<file path="src/rtl/fffa_pkg.sv">
// Shared definitions for the free-list frame allocator: field widths, status
// and request codes, register indexes and configuration port sizing.
// No dependencies.
package fffa_pkg;

   localparam int unsigned FRAMES_DEFAULT    = 4096;
   localparam int unsigned PAGE_BITS_DEFAULT = 20;

   localparam int unsigned COUNT_W      = 13;
   localparam int unsigned PAGE_COUNT_W = 8;
   localparam int unsigned STATUS_W     = 2;
   localparam int unsigned REG_INDEX_W  = 2;

   localparam logic [COUNT_W-1:0] COUNT_MAX       = 13'd8191;
   localparam logic [COUNT_W-1:0] FRAME_COUNT_RST = 13'd4096;

   localparam logic REQ_ALLOC = 1'b0;
   localparam logic REQ_FREE  = 1'b1;

   localparam logic [STATUS_W-1:0] STATUS_OK  = 2'd0;
   localparam logic [STATUS_W-1:0] STATUS_OOM = 2'd1;
   localparam logic [STATUS_W-1:0] STATUS_BAD = 2'd2;

   localparam logic [REG_INDEX_W-1:0] REG_FIRST_PAGE      = 2'd0;
   localparam logic [REG_INDEX_W-1:0] REG_FRAME_COUNT     = 2'd1;
   localparam logic [REG_INDEX_W-1:0] REG_RESERVED_FRAMES = 2'd2;

   function automatic int unsigned csr_data_w(input int unsigned page_bits);
      return (page_bits > 32) ? 64 : 32;
   endfunction

   function automatic int unsigned csr_addr_w(input int unsigned page_bits);
      return (page_bits > 32) ? 5 : 4;
   endfunction

endpackage

</file>
<file path="src/rtl/fffa_csr.sv">
// Configuration registers of the frame allocator behind an APB-style port.
// Holds first page, frame count and reserved frame count. Uses fffa_pkg.
module fffa_csr #(
   parameter int unsigned PAGE_BITS = fffa_pkg::PAGE_BITS_DEFAULT
) (
   input  logic                                              clock,
   input  logic                                              reset,
   input  logic                                              csr_psel,
   input  logic                                              csr_penable,
   input  logic                                              csr_pwrite,
   input  logic [fffa_pkg::csr_addr_w(PAGE_BITS)-1:0]        csr_paddr,
   input  logic [fffa_pkg::csr_data_w(PAGE_BITS)-1:0]        csr_pwdata,
   output logic [fffa_pkg::csr_data_w(PAGE_BITS)-1:0]        csr_prdata,
   output logic                                              csr_pready,
   output logic [PAGE_BITS-1:0]                              first_page,
   output logic [fffa_pkg::COUNT_W-1:0]                      frame_count,
   output logic [fffa_pkg::COUNT_W-1:0]                      reserved_frames
);
   import fffa_pkg::*;

   localparam int unsigned CSR_W    = csr_data_w(PAGE_BITS);
   localparam int unsigned ADDR_W   = csr_addr_w(PAGE_BITS);
   localparam int unsigned ADDR_LSB = ADDR_W - REG_INDEX_W;

   logic [PAGE_BITS-1:0]   first_page_ff;
   logic [COUNT_W-1:0]     frame_count_ff;
   logic [COUNT_W-1:0]     reserved_ff;
   logic [REG_INDEX_W-1:0] index;
   logic                   wr_en;

   assign index      = csr_paddr[ADDR_W-1:ADDR_LSB];
   assign wr_en      = csr_psel && csr_penable && csr_pwrite;
   assign csr_pready = 1'b1;

   always_ff @(posedge clock) begin
      if (reset) begin
         first_page_ff  <= '0;
         frame_count_ff <= FRAME_COUNT_RST;
         reserved_ff    <= '0;
      end else if (wr_en) begin
         case (index)
            REG_FIRST_PAGE: begin
               first_page_ff <= csr_pwdata[PAGE_BITS-1:0];
            end
            REG_FRAME_COUNT: begin
               frame_count_ff <= csr_pwdata[COUNT_W-1:0];
            end
            REG_RESERVED_FRAMES: begin
               reserved_ff <= csr_pwdata[COUNT_W-1:0];
            end
            default: begin
            end
         endcase
      end
   end

   always_comb begin
      case (index)
         REG_FIRST_PAGE:      csr_prdata = CSR_W'(first_page_ff);
         REG_FRAME_COUNT:     csr_prdata = CSR_W'(frame_count_ff);
         REG_RESERVED_FRAMES: csr_prdata = CSR_W'(reserved_ff);
         default:             csr_prdata = '0;
      endcase
   end

   assign first_page      = first_page_ff;
   assign frame_count     = frame_count_ff;
   assign reserved_frames = reserved_ff;

endmodule

</file>
<file path="config.mk">
export PLATFORM = sky130hd
export DESIGN_NAME = fffa_csr
export DESIGN_NICKNAME = d
export VERILOG_FILES = /design/src/rtl/fffa_pkg.sv /design/src/rtl/fffa_csr.sv
export SDC_FILE = /design/constraint.sdc
export NUM_CORES = 1
export LEC_CHECK = 0
export BUFFER_PORTS_ARGS = -buffer_cell sky130_fd_sc_hd__clkbuf_2
export CAP_MARGIN = 40
export CORE_MARGIN = 8
export CORE_UTILIZATION = 50
export CTS_BUF_LIST = sky130_fd_sc_hd__clkbuf_8
export DETAILED_ROUTE_END_ITERATION = 8
export PLACE_DENSITY = 0.87
export REMOVE_ABC_BUFFERS = 1
export SYNTH_ARGS = -nofsm -noshare
export SYNTH_HDL_FRONTEND = slang
export SYNTH_SLANG_ARGS = --single-unit
</file>
<file path="constraint.sdc">
create_clock -name clock -period 1.65 [get_ports clock]
set_clock_uncertainty 0.15 [all_clocks]
set_input_delay 0.165 -clock clock [delete_from_list [all_inputs] [get_ports clock]]
set_output_delay 0.165 -clock clock [all_outputs]
set_load 0.05 [all_outputs]
</file>
== Word-level counts from Yosys, hierarchy flattened ==
Index checks and enable logic that the tools add are counted.

* Register bits after elaboration: 46
* Bits in latches: 0
* Memory bits (writable): 0
* ROM bits: 0
* Input port bits: 41
* Output and inout port bits: 79
* Logic and storage cells: 12
* Memories kept: 0

* $add $sub $neg: 0
* Multipliers: 0
* Div/mod/pow operators: 0
* Order comparisons: 0
* Equal/unequal tests: 2
* Shift-type cells: 0
* Muxes and demuxes: 1
* Bitwise gates (word level): 0
* Reductions and logical operators: 6

{| class="wikitable"
|+ Operators with widths
! kind !! count
|-
| one-hot mux 20 bit (3 select lines) || 1
|-
| AND reduction 2 bit || 3
|-
| equality test 2 x 1 -> 1 bit (second input constant) || 1
|-
| equality test 2 bit (second input constant) || 1
|-
| logical AND 1 bit || 2
|-
| zero test 2 bit || 1
|}

== Logic depth before layout (Yosys ltp) ==
* Word-level depth: 3
* Gate-level depth with buffers: 6
* Mapped depth without buffers: 3

== Worst setup path before layout ==
No wires, ideal clock.

* Path type: register to output
* Start: reg reserved_ff[0] (netlist: reserved_frames[0])
* End: out csr_prdata[0] (netlist name)
* Arrival: 1.871 ns
* Required time: 1.335 ns
* Path slack: -0.536 ns
* Cell stages (with the launch flop): 3
* Path buffers: 0
* Path through: dfxtp_1 > mux2i_1 > o21ai_0

* Word-level cells in the longest chain between the ends: 1

{| class="wikitable"
|+ RTL lines
! item !! line !! source
|-
| start, declared || fffa_csr.sv:27 || <nowiki>logic [COUNT_W-1:0] reserved_ff;</nowiki>
|-
| start signal, assigned || fffa_csr.sv:49 || <nowiki>reserved_ff <= csr_pwdata[COUNT_W-1:0];</nowiki>
|-
| one-hot mux 20 bit (3 select lines) || fffa_csr.sv:58 || <nowiki>case (index)</nowiki>
|-
| end, declared || fffa_csr.sv:13 || <nowiki>output logic [fffa_pkg::csr_data_w(PAGE_BITS)-1:0] csr_prdata,</nowiki>
|}

No other way between the ends.

== Worst setup path after layout ==
* Start: reg first_page_ff[8] (netlist: first_page[8])
* End: out csr_prdata[8] (netlist name)

* Word-level cells in the longest chain between the ends: 1

{| class="wikitable"
|+ RTL lines
! item !! line !! source
|-
| start, declared || fffa_csr.sv:25 || <nowiki>logic [PAGE_BITS-1:0] first_page_ff;</nowiki>
|-
| start signal, assigned || fffa_csr.sv:43 || <nowiki>first_page_ff <= csr_pwdata[PAGE_BITS-1:0];</nowiki>
|-
| one-hot mux 20 bit (3 select lines) || fffa_csr.sv:58 ||
|}

No other way between the ends.

==> flow_summary.json <==
{
  "clockBufferDepth": 2,
  "grt_pass1_wl_um": 10400,
  "rows": 24,
  "antenna_found_initial": 0,
  "root_buffer": "clkbuf_8",
  "slew_headroom_pct": 50.3,
  "synth-seq-cells": 46,
  "hold_start": "csr_pwdata[1]",
  "outcome": "complete, no violations",
  "path_cells": "mux2i_1 -> o21ai_0 -> buf_12",
  "powerDensity_nw_per_um2": 728,
  "wl_per_cell_um": 16.0,
  "r2r-end": "frame_count[12]$_SDFFE_PP1P_",
  "yosysSeqAreaShare_pct": 40.0,
  "numCtsBuffers": 5,
  "ir_drop_mv": 0.400,
  "core_um2": 4380,
  "min_period_over_period_pct": 95.4,
  "io_pins": 120,
  "synth_cell_types": 23,
  "layout-drive-gt1-share_pct": 34.4,
  "critPathMaxFanout": 3,
  "n_fill_cell": 320,
  "rsz0062_at_grt": "false",
  "pre_cts_slack_ns": 0.153,
  "min_period_ns": 1.57,
  "multiInputGateArea_um2": 1240,
  "final-max-slew-violation-count": 0,
  "r2r_start": "frame_count[12]$_SDFFE_PP1P_",
  "firstDrtPassIters": 4,
  "diodes": 0,
  "place_congestion": 0.753,
  "ant_nets": 0,
  "synth_area_um2": 2300,
  "drcViolationCount": 0,
  "worstSetupPathType": "reg2out",
  "avgSynthCellArea_um2": 9.39,
  "clk_latency_ns": 0.29,
  "tns_ns": 0,
  "track_usage_pct": 17.6,
  "grt_max_degree": 55,
  "timing.final.ws_setup_ns": 0.0765,
  "die_w_um": 83.8,
  "p_clk_share_pct": 35.9,
  "yosys_warnings": 0,
  "port_buffers": 92,
  "start_util_pct": 52.5,
  "start_kind": "flop",
  "pwr-share-seq_pct": 47.9,
  "grt_overflow": 0,
  "r2r_cells": 2,
  "htree_num_levels": 2,
  "setup_viol": 0,
  "routed_wl_um": 6410,
  "viasPerCell": 5.07,
  "syn_to_final_growth_pct": 41.5,
  "cpPeakStageDelay_ns": 0.37,
  "crit_start": "first_page[8]$_SDFFE_PP0P_",
  "whs_path_depth": 3,
  "fp.dieArea_um2": 7030,
  "postCtsResizedCells": 0,
  "cts.clk_slew.worst_paths_ns": 0.08,
  "end_kind": "output port",
  "leakage_nw": 1.59,
  "grt_pass1_vias": 2102,
  "power_mw": 2.37,
  "r2r_slack_ns": 0.67,
  "switching_power_mw": 0.628,
  "cts_tree": "done",
  "place_hpwl_um": 4830,
  "whs_endpoint": "reserved_frames[1]$_SDFFE_PP0P_",
  "syn-instance-count": 245,
  "worst-endpoint-required_ns": 1.33,
  "seq_area_um2": 921,
  "crit_arrival_ns": 1.26,
  "crit_path_top_delay_cell": "dfxtp_1",
  "sw_frac_of_total_pct": 26.5,
  "timing.final.hold_violations": 0,
  "dieHeight_um": 83.8,
  "nets": 390,
  "intPower_mw": 1.74,
  "cap_violations": 0,
  "place_area_um2": 3060,
  "cts_sinks": 46,
  "final_area_um2": 3260,
  "drtIter0Drc": 110,
  "num_vias": 2034,
  "min_path_type": "in2reg",
  "comb_power_share_pct": 16.2,
  "max_slew.worst_pin.slew_ns": 0.746,
  "timing.fmax_mhz": 636
}
## how the worst max path moves through the flow
stage	endpoint	slack, ns	cells after the start
after CTS	csr_prdata[7]	0.07	3
final	csr_prdata[8]	0.08	3
after global placement	csr_prdata[12]	0.17	5
after global routing	csr_prdata[8]	0.01	3
after floorplan	csr_prdata[0]	-0.54	2
after detailed placement	csr_prdata[1]	0.15	5
## kinds of logic after synthesis
group / after synthesis / share of synthesized area [%]
DFF: 46 / 40.0
other: 2 / 0.326
buffers and inverters: 30 / 7.94
muxes: 51 / 22.2
AOI/OAI and AO/OA: 29 / 7.34
and+or+nand+nor: 87 / 22.2
## flip-flops by register name, indices dropped and copies added (netlist names)
name and count:
first_page 20, frame_count 13, reserved_frames 13
## worst max-delay path: cells and delay by family (launching register included)
kind	cells	cell delay, ns
AOI/OAI and AO/OA	1	0.33
buffers and inverters	1	0.19
DFF	1	0.37
muxes	1	0.08
## cells in the mapped netlist, drive strengths merged
cell | instances | share of area, %
nor2 | 1 | 0.27
nor3 | 1 | 0.22
buf | 21 | 6.4
o21ai | 13 | 2.8
nand2 | 15 | 2.8
and3 | 1 | 0.27
mux2i | 51 | 22
a21oi | 7 | 1.5
nand3 | 8 | 1.7
clkbuf | 9 | 1.5
conb | 2 | 0.33
o31ai | 7 | 2.3
nand3b | 1 | 0.49
nor2b | 1 | 0.27
and2 | 8 | 2.3
a21boi | 1 | 0.33
dfxtp | 46 | 40
nand2b | 51 | 14
a211o | 1 | 0.38
## final cells by class
| cell class | instances | share of cell area [%] |
|---|---|---|
| multi-input cells | 180 | 38.2 |
| flip-flops and latches | 46 | 28.3 |
| repair buffers | 116 | 28.1 |
| clock buffers | 6 | 2.54 |
| well taps | 52 | 2.00 |
| clock inverters | 1 | 0.922 |
## power groups by stage
| stage | clock network (mW) | logic (mW) | registers [mW] |
|---|---|---|---|
| 6_report | 0.850 | 0.385 | 1.14 |
| 5_1_grt | 0.915 | 0.406 | 1.14 |
| 4_1_cts | 0.857 | 0.383 | 1.14 |
| 3_5_place_dp | 0 | 0.367 | 1.16 |
| 3_3_place_gp | 0 | 0.363 | 1.16 |
| 2_1_floorplan | 0 | 0.167 | 1.21 |
## cells in the final DEF (no fill, tap or decap)
master	instances
clkbuf_2	76
mux2i_1	51
nand2b_1	51
dfxtp_1	46
buf_12	17
buf_4	15
nand2_1	14
o21ai_0	13
conb_1	13
nand3_1	8
dlygate4sd3_1	8
and2_1	7
o31ai_1	7
a21oi_1	7
clkbuf_8	6
nor2b_1	1
nor2_2	1
nor3_2	1
and3_1	1
and2_4	1
nand2_4	1
nand3b_2	1
a21boi_0	1
a211o_1	1
bufinv_16	1
## repair_timing
| item | in CTS | in global routing |
|---|---|---|
| hold buffers | 8 | 0 |
| setup buffers | 0 | 0 |
| hold endpoints to repair | 10 | 0 |
## stage by stage
stage / std cells / hold slack, ns / utilization, %
2_1_floorplan: 226 / 0.0841 / -
3_3_place_gp: 386 / 0.242 / 69.9
3_5_place_dp: 386 / 0.243 / 69.9
4_1_cts: 401 / 0.00191 / 74.3
5_1_grt: 401 / 0.0199 / 74.3
6_report: 401 / 0.00620 / 74.3
## routing by layer
layer	vias up	GRT usage, %	wire, um
li1	1002	-	-
met1	959	19.0	2630
met2	69	31.2	3260
met3	4	7.32	490
met4	0	3.30	27
met5	-	0	0
Power figures use the tool's default switching activity.
