$ cat src/rtl/fffa_pkg.sv
// Shared definitions for the free-list frame allocator: field widths, status
// and request codes, register indexes and configuration port sizing.
// No dependencies.
package fffa_pkg;

   localparam int unsigned FRAMES_DEFAULT    = 4096;
   localparam int unsigned PAGE_BITS_DEFAULT = 20;

   localparam int unsigned COUNT_W      = 13;
   localparam int unsigned PAGE_COUNT_W = 8;
   localparam int unsigned STATUS_W     = 2;
   localparam int unsigned REG_INDEX_W  = 2;

   localparam logic [COUNT_W-1:0] COUNT_MAX       = 13'd8191;
   localparam logic [COUNT_W-1:0] FRAME_COUNT_RST = 13'd4096;

   localparam logic REQ_ALLOC = 1'b0;
   localparam logic REQ_FREE  = 1'b1;

   localparam logic [STATUS_W-1:0] STATUS_OK  = 2'd0;
   localparam logic [STATUS_W-1:0] STATUS_OOM = 2'd1;
   localparam logic [STATUS_W-1:0] STATUS_BAD = 2'd2;

   localparam logic [REG_INDEX_W-1:0] REG_FIRST_PAGE      = 2'd0;
   localparam logic [REG_INDEX_W-1:0] REG_FRAME_COUNT     = 2'd1;
   localparam logic [REG_INDEX_W-1:0] REG_RESERVED_FRAMES = 2'd2;

   function automatic int unsigned csr_data_w(input int unsigned page_bits);
      return (page_bits > 32) ? 64 : 32;
   endfunction

   function automatic int unsigned csr_addr_w(input int unsigned page_bits);
      return (page_bits > 32) ? 5 : 4;
   endfunction

endpackage

$ cat src/rtl/fffa_rsp_buf.sv
// Result word register of the frame allocator: holds one finished word
// until the consumer takes it. Uses fffa_pkg.
module fffa_rsp_buf #(
   parameter int unsigned PAGE_BITS = fffa_pkg::PAGE_BITS_DEFAULT
) (
   input  logic                          clock,
   input  logic                          reset,
   input  logic                          load,
   input  logic [fffa_pkg::STATUS_W-1:0] status,
   input  logic [PAGE_BITS-1:0]          granted_page,
   input  logic [fffa_pkg::COUNT_W-1:0]  free_frames,
   output logic                          ready,
   output logic                          rsp_valid,
   input  logic                          rsp_stall,
   output logic [fffa_pkg::STATUS_W-1:0] rsp_status,
   output logic [PAGE_BITS-1:0]          rsp_granted_page,
   output logic [fffa_pkg::COUNT_W-1:0]  rsp_free_frames
);
   import fffa_pkg::*;

   logic                 valid_ff;
   logic                 valid_in;
   logic [STATUS_W-1:0]  status_ff;
   logic [PAGE_BITS-1:0] grant_ff;
   logic [COUNT_W-1:0]   free_ff;

   assign ready    = !valid_ff || !rsp_stall;
   assign valid_in = load || (valid_ff && rsp_stall);

   always_ff @(posedge clock) begin
      if (reset) begin
         valid_ff <= 1'b0;
      end else begin
         valid_ff <= valid_in;
      end
   end

   always_ff @(posedge clock) begin
      if (load) begin
         status_ff <= status;
         grant_ff  <= granted_page;
         free_ff   <= free_frames;
      end
   end

   assign rsp_valid        = valid_ff;
   assign rsp_status       = status_ff;
   assign rsp_granted_page = grant_ff;
   assign rsp_free_frames  = free_ff;

endmodule

$ cat config.mk
export PLATFORM = sky130hd
export DESIGN_NAME = fffa_rsp_buf
export DESIGN_NICKNAME = d
export VERILOG_FILES = /design/src/rtl/fffa_pkg.sv /design/src/rtl/fffa_rsp_buf.sv
export SDC_FILE = /design/constraint.sdc
export NUM_CORES = 1
export LEC_CHECK = 0
export BUFFER_PORTS_ARGS = -buffer_cell sky130_fd_sc_hd__buf_2
export CORE_ASPECT_RATIO = 0.9
export CORE_MARGIN = 5
export CORE_UTILIZATION = 40
export DETAILED_ROUTE_END_ITERATION = 16
export GPL_TIMING_DRIVEN = 0
export PLACE_DENSITY = 0.77
export REMOVE_ABC_BUFFERS = 1
export SLEW_MARGIN = 0
export SYNTH_ARGS = -nofsm -noshare
export SYNTH_HDL_FRONTEND = slang
export SYNTH_SLANG_ARGS = --single-unit
$ cat constraint.sdc
create_clock -name clock -period 1.8 [get_ports clock]
set_clock_uncertainty 0.1 [all_clocks]
set_input_delay 0.27 -clock clock [delete_from_list [all_inputs] [get_ports clock]]
set_output_delay 0.27 -clock clock [all_outputs]
set_load 0.02 [all_outputs]
; After elaboration in Yosys (flattened, before gate mapping)
; Cells that the tools add are included.
[classes]
add_sub_neg = 0
mul = 0
div = 0
n_lt_le_gt_ge = 0
n_eq_ne = 0
n_shift = 0
mux = 0
bitwise_logic = 0
n_reduce_logical = 5
[ops]
columns = cell, count
row1 = $logic_not 1->1, 2
row2 = $logic_or 1x1->1, 2
row3 = $logic_and 1x1->1, 1
[totals]
ff_bits = 36
latch_bits = 0
ram_bits = 0
mem_bits_ro = 0
input_bits = 39
out_inout_bits = 37
elab_cells = 9
n_memories = 0

; Depth between registers and ports, before layout
; Gate-level depths: netlist (run 1).
[depth]
depth_word = 2
ltp_mapped = 2
mapped_depth_nobuf = 2

; Worst setup path before layout (run 1)
; No wires, ideal clock.
[synth_timing]
path_type = register to output
start = register valid_ff (netlist: rsp_valid)
end = output ready
arrival_time_ns = 0.622
t_required_ns = 1.430
setup_slack_ns = 0.808
path_stages_with_launch = 2
path_cell_list = dfxtp_1 > nand2_1
[synth_between]
elab_chain_len = 2
[synth_rtl]
columns = item, line_no
row1 = "start, declared", fffa_rsp_buf.sv:21  ; logic valid_ff;
row2 = "start signal, assigned", fffa_rsp_buf.sv:34  ; valid_ff <= valid_in;
row3 = $logic_not 1->1, fffa_rsp_buf.sv:27  ; assign ready = !valid_ff || !rsp_stall;
row4 = $logic_or 1x1->1, fffa_rsp_buf.sv:27
row5 = "end, declared", fffa_rsp_buf.sv:12  ; output logic ready,
; No other way between the ends.

; Worst setup path in the final report (run 1)
[layout_timing]
start = register status_ff[1] (netlist: rsp_status[1])
end = output rsp_status[1] (netlist name)
[layout_rtl]
columns = item, line_no
row1 = "start, declared", fffa_rsp_buf.sv:23  ; logic [STATUS_W-1:0] status_ff;
row2 = "start signal, assigned", fffa_rsp_buf.sv:40  ; status_ff <= status;
row3 = "end, declared", fffa_rsp_buf.sv:15  ; output logic [fffa_pkg::STATUS_W-1:0] rsp_status,
; No word-level cell between the ends.

==> metrics.md, run 1 <==
| Metric | Value |
|---|---|
| Share of cells above drive strength 1 | `0.525` |
| Sequence of cells on the critical path | `buf_2` |
| Core Footprint | `between 0.002 and 0.003 mm^2` |
| R2r endpoint | `rsp_valid` |
| RSZ-0062 raised after global routing | `false` |
| Drt pass-1 iters | `4` |
| Die width | `about 65 um` |
| Detail Route Antenna Nets | `0` |
| Min-delay src | `rsp_stall` |
| Relative slew slack | `0.500` |
| Post-Synthesis Cell Area | `roughly 0.0011 mm^2` |
| R2R setup slack | `~1.0 ns` |
| Wirelength per Cell | `15.9 um` |
| CP endpoint kind | `output pin` |
| WL met1 | `1110 um` |
| Die Area | `0.00385 mm^2` |
| Max stage delay on crit path | `approximately 0.42 ns` |
| GRT overflow | `0` |
| Cell Rows | `17` |
| Cts bufs inserted | `5` |
| Endpoint, Worst Hold | `rsp_valid` |
| Reg clk slew, reported paths | `roughly 0.11 ns` |
| Final wirelength | `2970 um` |
| Initial DRC Count | `21` |
| Top sig layer | `met4` |
| Nets@finish | `196` |
| Max Buffers Root-to-Sink | `2` |
| WP buf/inv | `1` |
| Shortest period the worst path allows | `1.31 ns` |
| Die Y-Extent | `59.4 um` |
| Clock Sinks | `36` |
| Crit path DAT | `0.94 ns` |
| Pin count of the biggest net entering global routing | `37` |
| Slew Limit Fails | `0` |
| Status | `completed` |
| Vias in the first global route | `906` |
| Worst setup path category | `reg -> out` |
| Synth area leader | `edfxtp_1` |
| Reg2Reg Depth | `2` |
| Max Cap Viol | `0` |
| Syn avg cell area | `~28 um^2` |
| Vias | `833` |
| Clk_lat worst skew | `0.33 ns` |
| First-pass GRT wire length | `4430 um` |
| Achievable frequency | `0.762 GHz` |
| Post-route DRC | `0` |
| Yosys top cell area share | `0.970` |
| Metal3 WL | `~380 um` |
| Final hold violation count | `0` |
| Critical R2R Launch | `rsp_valid` |
| Distinct cells, synth | `5` |
| Lkg Pwr | `a little under 0.9 nW` |
| Initial Utilization | `0.428` |
| Crit path max fanout | `1` |
| Startpoint types | `register` |
| Worst-Margin Slew | `0.751 ns` |
| Vias per cell | `4.48` |
| GP Congestion | `about 0.66` |
| GRT Total Usage | `0.172` |
| Final Core Density | `0.783` |
| Synth Register Bits | `36` |
| Final setup viols | `0` |
| Postcts setup bufs | `0` |
| Port bufs | `75` |
| Largest cells by area after synthesis | `edfxtp_1, dfxtp_1, a21oi_1` |
| Cell family with most CP delay | `flip-flops` |
| Top Ports | `76` |
| YS warnings | `0` |
| IR drop worst, VDD | `854 uV` |
| FILL cells | `between 100 and 150` |
| Setup_tns | `0 ns` |
| Sequential share of the synthesized area | `0.988` |
| HP Class | `in -> reg` |
| Worst Path Required | `1.43 ns` |
| Area grow syn2layout | `82.9%` |
| Final Cycle Share | `0.729` |
| Syn Inst Count | `39` |
| Met2 WL post-DR | `1390 um` |
| Power per Cell Area | `1070 mW/mm^2` |
| CTS tree | `done` |
| Worst Setup SP | `rsp_status[1]` |
| Hold Crit Depth | `3` |
| CTS root buffer | `clkbuf_4` |
| Max H-tree Level | `2` |
| CP max-delay cell | `edfxtp_1` |
| # diodes | `0` |
| Initial antenna violation count | `0` |
==> routing by layer <==
metal	GRT usage	vias up
li1	-	390
met1	0.186	377
met2	0.264	59
met3	0.102	7
met4	0.0964	0
met5	0	-
==> Yosys cell counts, drive strengths merged <==
master	number
nand2	1
edfxtp	35
a21oi	1
dfxtp	1
nor2	1
==> cells in the final DEF (no fill, tap or decap) <==
cell type,synthesis,final
buf_2,0,75
dlygate4sd3_1,0,36
edfxtp_1,35,35
clkbuf_4,0,5
bufinv_16,0,3
nand2_1,1,1
a21oi_1,1,1
nor2_1,1,1
dfxtp_1,1,1
==> cells by family after synthesis <==
logic type       synth area share
AO/OA/AOI/OAI             0.00461
flip-flops                  0.988
AND/OR/NAND/NOR           0.00692
==> worst max path at each step <==
stage | endpoint | slack [ns] | cells after the start
after global placement | rsp_granted_page[13] | 0.49 | 1
after detailed placement | rsp_free_frames[2] | 0.43 | 1
final | rsp_status[1] | 0.49 | 1
after floorplan | ready | 0.81 | 1
after CTS | rsp_free_frames[0] | 0.50 | 1
after global routing | rsp_status[1] | 0.42 | 1
==> area by class of cell <==
type                    instances  area, um^2  share of cell area
clock buffers                   5        37.5              0.0189
multi-input cells               3        12.5             0.00631
repair buffers                111         736               0.371
well taps                      28        35.0              0.0177
clock inverters                 3        90.1              0.0455
flip-flops and latches         36        1070               0.540
==> power by group <==
group          leakage [nW]  internal [mW]  switching (mW)
sequential            0.351          0.991          0.0192
combinational         0.450          0.122           0.146
clock                0.0654          0.572           0.268
total                 0.866           1.69           0.433
==> sequential cells by signal (all words and copies together) (netlist names) <==
| signal | count |
|---|---|
| rsp_valid | 1 |
| rsp_status | 2 |
| rsp_free_frames | 13 |
| rsp_granted_page | 20 |
==> through the flow <==
step	worst slack (ns)	power (mW)	cells	hold slack (ns)	instance area, um^2
after detailed placement	0.429	1.23	142	0.335	1490
final	0.488	2.12	186	0.0981	1980
after CTS	0.504	2.13	185	0.00119	1970
after floorplan	0.808	1.12	39	0.242	1080
after global routing	0.421	2.21	186	0.105	1980
after global placement	0.487	1.23	142	0.328	1490
==> repair_timing <==
action                     CTS  global route
resized for setup            0             0
hold endpoints to repair    35             1
setup endpoints to repair    0             0
hold buffers                35             1
No activity file was read; power rests on OpenSTA's default activity.
==> inputs of run 2 (changes only) <==
--- a/config.mk
+++ b/config.mk
@@ -8,10 +8,10 @@
 export BUFFER_PORTS_ARGS = -buffer_cell sky130_fd_sc_hd__buf_2
 export CORE_ASPECT_RATIO = 0.9
 export CORE_MARGIN = 5
-export CORE_UTILIZATION = 40
+export CORE_UTILIZATION = 35
 export DETAILED_ROUTE_END_ITERATION = 16
 export GPL_TIMING_DRIVEN = 0
-export PLACE_DENSITY = 0.77
+export PLACE_DENSITY = 0.72
 export REMOVE_ABC_BUFFERS = 1
 export SLEW_MARGIN = 0
 export SYNTH_ARGS = -nofsm -noshare
==> constraint.sdc (replaced) <==
create_clock -name clock -period 1.2 [get_ports clock]
set_clock_uncertainty 0.1 [all_clocks]
set_input_delay 0.18 -clock clock [delete_from_list [all_inputs] [get_ports clock]]
set_output_delay 0.18 -clock clock [all_outputs]
set_load 0.02 [all_outputs]
==> run 2 against run 1 <==
Compared with the run above:
- sequential power up 50%
- die area is 12% higher
- clock power shrank 30%
- critical path depth stayed put
- critical endpoint is now rsp_granted_page[6]
- worst setup slack worse by 0.46 ns
- highest routed layer unchanged
==> metrics.md, run 2 (synthesized netlist as in run 1, its figures left out) <==
| Metric | Value |
|---|---|
| Die width | `68.7 um (+5.8%)` |
| Slew Limit Fails | `0 (unchanged)` |
| Number of flip-flops in the largest register | `20 (unchanged)` |
| Pin count of the biggest net entering global routing | `37 (unchanged)` |
| Setup_tns | `0 ns (unchanged)` |
| Grt peak-use layer | `met2` |
| Shortest period the worst path allows | `1.17 ns` |
| R2R setup slack | `0.43 ns (-0.61 ns)` |
| Cell count after placement | `156 (+9.9%)` |
| Finished Layout Cells | `200 (+7.5%)` |
| HP Class | `in -> reg` |
| Cts bufs inserted | `5 (unchanged)` |
| Area after DPL | `0.00151 mm^2 (+1.2%)` |
| GRT met1 Usage | `0.116 (-0.0704)` |
| Clock Sinks | `36 (unchanged)` |
| Leading cell type in the layout, fill and taps excluded | `buf_2` |
| Relative slew slack | `0.503 (+0.00386)` |
| # diodes | `0 (unchanged)` |
| Drt pass-1 iters | `3 (-1)` |
| Status | `completed` |
| Vias per cell | `4.10 (-8.6%)` |
| Clk_lat worst skew | `0.33 ns (about the same)` |
| Detail Route Antenna Nets | `0 (unchanged)` |
| Vias in the first global route | `885 (-2.3%)` |
| Worst setup path category | `reg -> out` |
| Achievable frequency | `0.852 GHz` |
| Min-delay src | `rsp_stall` |
| Startpoint types | `register` |
| Postcts setup bufs | `0 (unchanged)` |
| Initial antenna violation count | `0 (unchanged)` |
| Reg clk slew, reported paths | `0.10 ns (about the same)` |
| Final hold violation count | `0 (unchanged)` |
| Final Instance Area | `0.00206 mm^2 (+3.7%)` |
| Critical R2R Launch | `rsp_valid` |
| Reg2Reg Depth | `2 (unchanged)` |
| Nets@finish | `196 (unchanged)` |
| Die Area | `0.00431 mm^2 (+12%)` |
| Initial DRC Count | `33 (+57%)` |
| Final Cycle Share | `0.978` |
| Core Footprint | `0.00302 mm^2 (+19%)` |
| Commonest non-fill, non-tap cells in the layout | `buf_2, dlygate4sd3_1, edfxtp_1` |
| Die Y-Extent | `62.8 um (+5.7%)` |
| CTS root buffer | `clkbuf_4` |
| GP Congestion | `0.646 (-2.3%)` |
| CP max-delay cell | `edfxtp_1` |
| Post-route DRC | `0 (unchanged)` |
| CP endpoint kind | `output pin` |
| Top Ports | `76 (unchanged)` |
| GRT Total Usage | `0.129 (-0.0428)` |
| RSZ-0062 raised after global routing | `true` |
| Worst-Margin Slew | `0.745 ns (-0.00579 ns)` |
| Wirelength per Cell | `13.2 um (-17%)` |
| First-pass GRT wire length | `3880 um (-12%)` |
| Endpoint, Worst Hold | `rsp_valid` |
| Half-perimeter wire length after detailed placement | `1530 um` |
| Worst hold margin | `0.0562 ns (-0.0419 ns)` |
| Sequence of cells on the critical path | `buf_2` |
| Lkg Pwr | `0.874 nW (+0.90%)` |
| GR Util met2 | `0.225 (-0.0386)` |
| Vias | `819 (-1.7%)` |
| Power per Cell Area | `1250 mW/mm^2 (+17%)` |
| Met3 global-route usage | `0.0719 (-0.0305)` |
| Initial Utilization | `0.359 (-0.0692)` |
| Crit path max fanout | `1 (unchanged)` |
| Max stage delay on crit path | `0.39 ns (-0.03 ns)` |
| Cell Rows | `19 (+2)` |
| Max H-tree Level | `2 (unchanged)` |
| R2r endpoint | `rsp_valid` |
| Crit path DAT | `0.89 ns (-0.05 ns)` |
| Cell family with most CP delay | `flip-flops` |
| Worst Path Required | `0.92 ns (-0.51 ns)` |
| Final setup viols | `0 (unchanged)` |
| Share of cells above drive strength 1 | `0.519 (-0.00633)` |
| WP buf/inv | `1 (unchanged)` |
| Port bufs | `75 (unchanged)` |
| Area grow syn2layout | `89.7%` |
| CTS tree | `done` |
| Hold Crit Depth | `3 (unchanged)` |
| IR drop worst, VDD | `824 uV (-3.5%)` |
| Final wirelength | `2640 um (-11%)` |
| Max Cap Viol | `0 (unchanged)` |
| GRT overflow | `0 (unchanged)` |
| Max Buffers Root-to-Sink | `2 (unchanged)` |
## run 2: cell types whose count changed in the layout (fill, tap and decap cells not counted), sizes merged
cell	previous run	this run
bufinv	3	0
clkbuf	5	7
clkinv	0	1
## run 2: timing repair
item                                   4_1_cts  5_1_grt
pin swaps                                    0        0
endpoints found under the hold margin       36        0
gates resized for setup                      1       44
setup endpoints to repair                    1       25
hold buffers                                36        0
## run 2: tightest hold or removal path, delay by kind of cell
family	cells	cell delay, ns
compound gates	1	0.06
simple gates	1	0.10
buf+inv	1	0.10
## run 2: report_power, final
group          switching [mW]  leakage, nW  internal (mW)
clock                   0.359       0.0269          0.225
sequential             0.0350        0.351           1.49
combinational           0.217        0.496          0.246
## run 2: worst max-delay path by stage
stage	depth (start not counted)	end	startpoint	slack [ns]
floorplan	1	ready	rsp_valid	0.30
global placement	1	rsp_free_frames[0]	load	-0.03
detailed placement	1	rsp_free_frames[0]	load	-0.07
CTS	1	rsp_granted_page[5]	rsp_granted_page[5]	0.008
global route	1	rsp_granted_page[6]	rsp_granted_page[6]	-0.03
finish	1	rsp_granted_page[6]	rsp_granted_page[6]	0.03
## run 2: cell type report
class | count | area, um^2
Fill cell | 235 | 963
Timing Repair Buffer | 111 | 867
Clock inverter | 1 | 3.75
Multi-Input combinational cell | 3 | 15.0
Clock buffer | 7 | 45.0
Tap cell | 42 | 52.6
Sequential cell | 36 | 1070
## run 2: per-stage QoR
| step | power (mW) | util | setup slack (ns) |
|---|---|---|---|
| after floorplan | 1.68 | - | 0.298 |
| after global placement | 1.84 | 0.501 | -0.0308 |
| after detailed placement | 1.85 | 0.501 | -0.0675 |
| after CTS | 2.52 | 0.637 | 0.00768 |
| after global routing | 2.71 | 0.681 | -0.0322 |
| final | 2.57 | 0.681 | 0.0260 |
## run 2: layer usage
metal	wire length, um	vias up	share of wire
li1	-	389	-
met4	44	0	0.017
met5	0	-	0
met2	1390	48	0.53
met3	284	7	0.11
met1	920	375	0.35
==> inputs of run 3 (changes only) <==
==> constraint.sdc (replaced) <==
create_clock -name clock -period 1 [get_ports clock]
set_clock_uncertainty 0.1 [all_clocks]
set_input_delay 0.15 -clock clock [delete_from_list [all_inputs] [get_ports clock]]
set_output_delay 0.15 -clock clock [all_outputs]
set_load 0.02 [all_outputs]
==> run 3 against run 2 <==
Compared with the run above:
- the run now ends with negative setup slack left
- core utilization is 1.5 points higher
- sequential cell count unchanged
- non-clock buffer count grew 1
- worst hold slack improved by 0.27 ns
- total power grew 21%
- register-to-register slack worse by 0.23 ns
- sequential share of layout area shrank 0.97 points
- first-iteration DRC count grew 58%
- wire length rose by 8.6%
- cell count grew 0.50%
- critical path type unchanged
- critical endpoint is now ready
==> metrics.md, run 3 (synthesized netlist as in run 1, its figures left out) <==
| Metric | Value |
|---|---|
| Status | `complete, but fails checks` |
| Failing checks | `negative setup slack` |
| Combinational Power Share | `0.186 (+0.006)` |
| Switch Pwr | `752 uW (+23%)` |
| Critical R2R Launch | `rsp_valid` |
| Die Area | `0.00431 mm^2 (unchanged)` |
| Initial antenna violation count | `0 (unchanged)` |
| Max Cap Viol | `0 (unchanged)` |
| Slew Limit Fails | `0 (unchanged)` |
| Seq pwr share | `0.587 (-0.006)` |
| Max stage delay on crit path | `0.38 ns (about the same)` |
| GRT overflow | `0 (unchanged)` |
| Detail Route Antenna Nets | `0 (unchanged)` |
| Reg clk slew, reported paths | `0.10 ns (about the same)` |
| Post-route DRC | `0 (unchanged)` |
| Max Buffers Root-to-Sink | `2 (unchanged)` |
| Vias | `835 (+2.0%)` |
| Leading cell type in the layout, fill and taps excluded | `buf_2` |
| Crit path DAT | `0.90 ns (about the same)` |
| Met2 WL post-DR | `1550 um (+12%)` |
| WL met1 | `932 um (+1.3%)` |
| Fin worst setup slack | `-0.152 ns (-0.178 ns)` |
| Cell Rows | `19 (unchanged)` |
| Int Power | `2.37 mW (+21%)` |
| CP max-delay cell | `dfxtp_4` |
| GRT Total Usage | `0.141 (+0.0121)` |
| Min-delay src | `load` |
| CTS root buffer | `clkbuf_4` |
| CTS tree | `done` |
| Startpoint types | `register` |
| Area grow syn2layout | `93.8%` |
| First-pass GRT wire length | `4220 um (+8.9%)` |
| Final wirelength | `2860 um (+8.6%)` |
| RSZ-0062 raised after global routing | `true` |
| Vias per cell | `4.15 (+1.4%)` |
| Number of flip-flops in the largest register | `20 (unchanged)` |
| Clk_lat worst skew | `0.33 ns (about the same)` |
| Top sig layer | `met4` |
| Shortest period the worst path allows | `1.15 ns` |
| Commonest non-fill, non-tap cells in the layout | `buf_2, dlygate4sd3_1, edfxtp_1` |
| Top Ports | `76 (unchanged)` |
| IR drop worst, VDD | `972 uV (+18%)` |
| Share of cells above drive strength 1 | `0.516 (-0.00326)` |
| Vias in the first global route | `951 (+7.5%)` |
| Worst hold margin | `0.323 ns (+0.267 ns)` |
| Cts bufs inserted | `5 (unchanged)` |
| Drt pass-1 iters | `2 (-1)` |
| Switching Fraction | `0.241 (+0.00301)` |
| Initial DRC Count | `52 (+58%)` |
| Worst setup path category | `reg -> out` |
| Clock Sinks | `36 (unchanged)` |
| # diodes | `0 (unchanged)` |
| Final Core Density | `0.695 (+0.0145)` |
| Final Cycle Share | `1.15` |
| Crit path max fanout | `3 (+2)` |
| Max H-tree Level | `2 (unchanged)` |
| Port bufs | `75 (unchanged)` |
| Setup_tns | `-4.29 ns (-4.29 ns)` |
| Worst Setup SP | `rsp_valid` |
| Die Y-Extent | `62.8 um (unchanged)` |
| Worst Path Required | `0.75 ns (-0.17 ns)` |
| Nets@finish | `197 (+0.51%)` |
| Final setup viols | `37 (+37)` |
| Pin count of the biggest net entering global routing | `37 (unchanged)` |
| Final hold violation count | `0 (unchanged)` |
| Half-perimeter wire length after detailed placement | `1530 um (unchanged)` |
| HP Class | `in -> reg` |
| Sequence of cells on the critical path | `nand2_2 > buf_6` |
| Pre-CTS setup slack | `-0.238 ns (-0.170 ns)` |
| Core Footprint | `0.00302 mm^2 (unchanged)` |
| Power per Cell Area | `1490 mW/mm^2 (+19%)` |
| Postcts setup bufs | `0 (unchanged)` |
| Die width | `68.7 um (unchanged)` |
| Lkg Pwr | `0.888 nW (+1.7%)` |
| Relative slew slack | `0.505 (+0.00127)` |
| GP Congestion | `0.646 (unchanged)` |
| Initial Utilization | `0.359 (unchanged)` |
| Metal3 WL | `308 um (+8.5%)` |
| Achievable frequency | `0.868 GHz` |
| CP endpoint kind | `output pin` |
| Worst-Margin Slew | `0.743 ns (-0.00190 ns)` |
| Clock power share | `0.228 (about the same)` |
| Wirelength per Cell | `14.2 um (+8.0%)` |
[run 3: repair_timing]
item | 4_1_cts | 5_1_grt
pin swaps | 0 | 1
gates resized for setup | 18 | 37
setup endpoints to repair | 37 | 37
hold buffers | 37 | 0
hold endpoints to repair | 36 | 0
[run 3: per-layer routing]
layer  track usage  vias up
met1         0.119      382
met4        0.0695        0
li1              -      391
met2         0.248       53
met5             0        -
met3        0.0845        9
[run 3: metrics by stage]
stage	power, mW	cells	instance area, um^2
floorplan	2.01	39	1080
global route	3.28	201	2100
global placement	2.21	156	1510
finish	3.12	201	2100
CTS	3.06	201	1980
detailed placement	2.22	156	1510
[run 3: power groups by stage]
| stage | clock network [mW] | registers, mW | logic, mW |
|---|---|---|---|
| 6_report | 0.711 | 1.83 | 0.580 |
| 5_1_grt | 0.820 | 1.84 | 0.616 |
| 4_1_cts | 0.734 | 1.82 | 0.512 |
| 3_5_place_dp | 0 | 1.85 | 0.371 |
| 3_3_place_gp | 0 | 1.84 | 0.368 |
| 2_1_floorplan | 0 | 2.01 | 0.00555 |
[run 3: area by class of cell]
cell class,count,area [um^2]
repair buffers,112,908
clock buffers,7,45.0
multi-input cells,3,15.0
well taps,42,52.6
flip-flops and latches,36,1070
fillers,222,920
clock inverters,1,3.75
[run 3: worst paths after layout]
check,slack (ns),cells after the start,endpoint
worst max-delay path,-0.15,2,ready
worst min-delay path,0.32,1,rsp_free_frames[1]
worst max register to register,0.20,2,rsp_valid
worst min register to register,0.50,2,rsp_valid
[run 3: worst max-delay path, delay by kind of cell (launching register included)]
kind          cells  cell delay (ns)
flops             1             0.38
simple gates      1             0.06
buf+inv           1             0.13
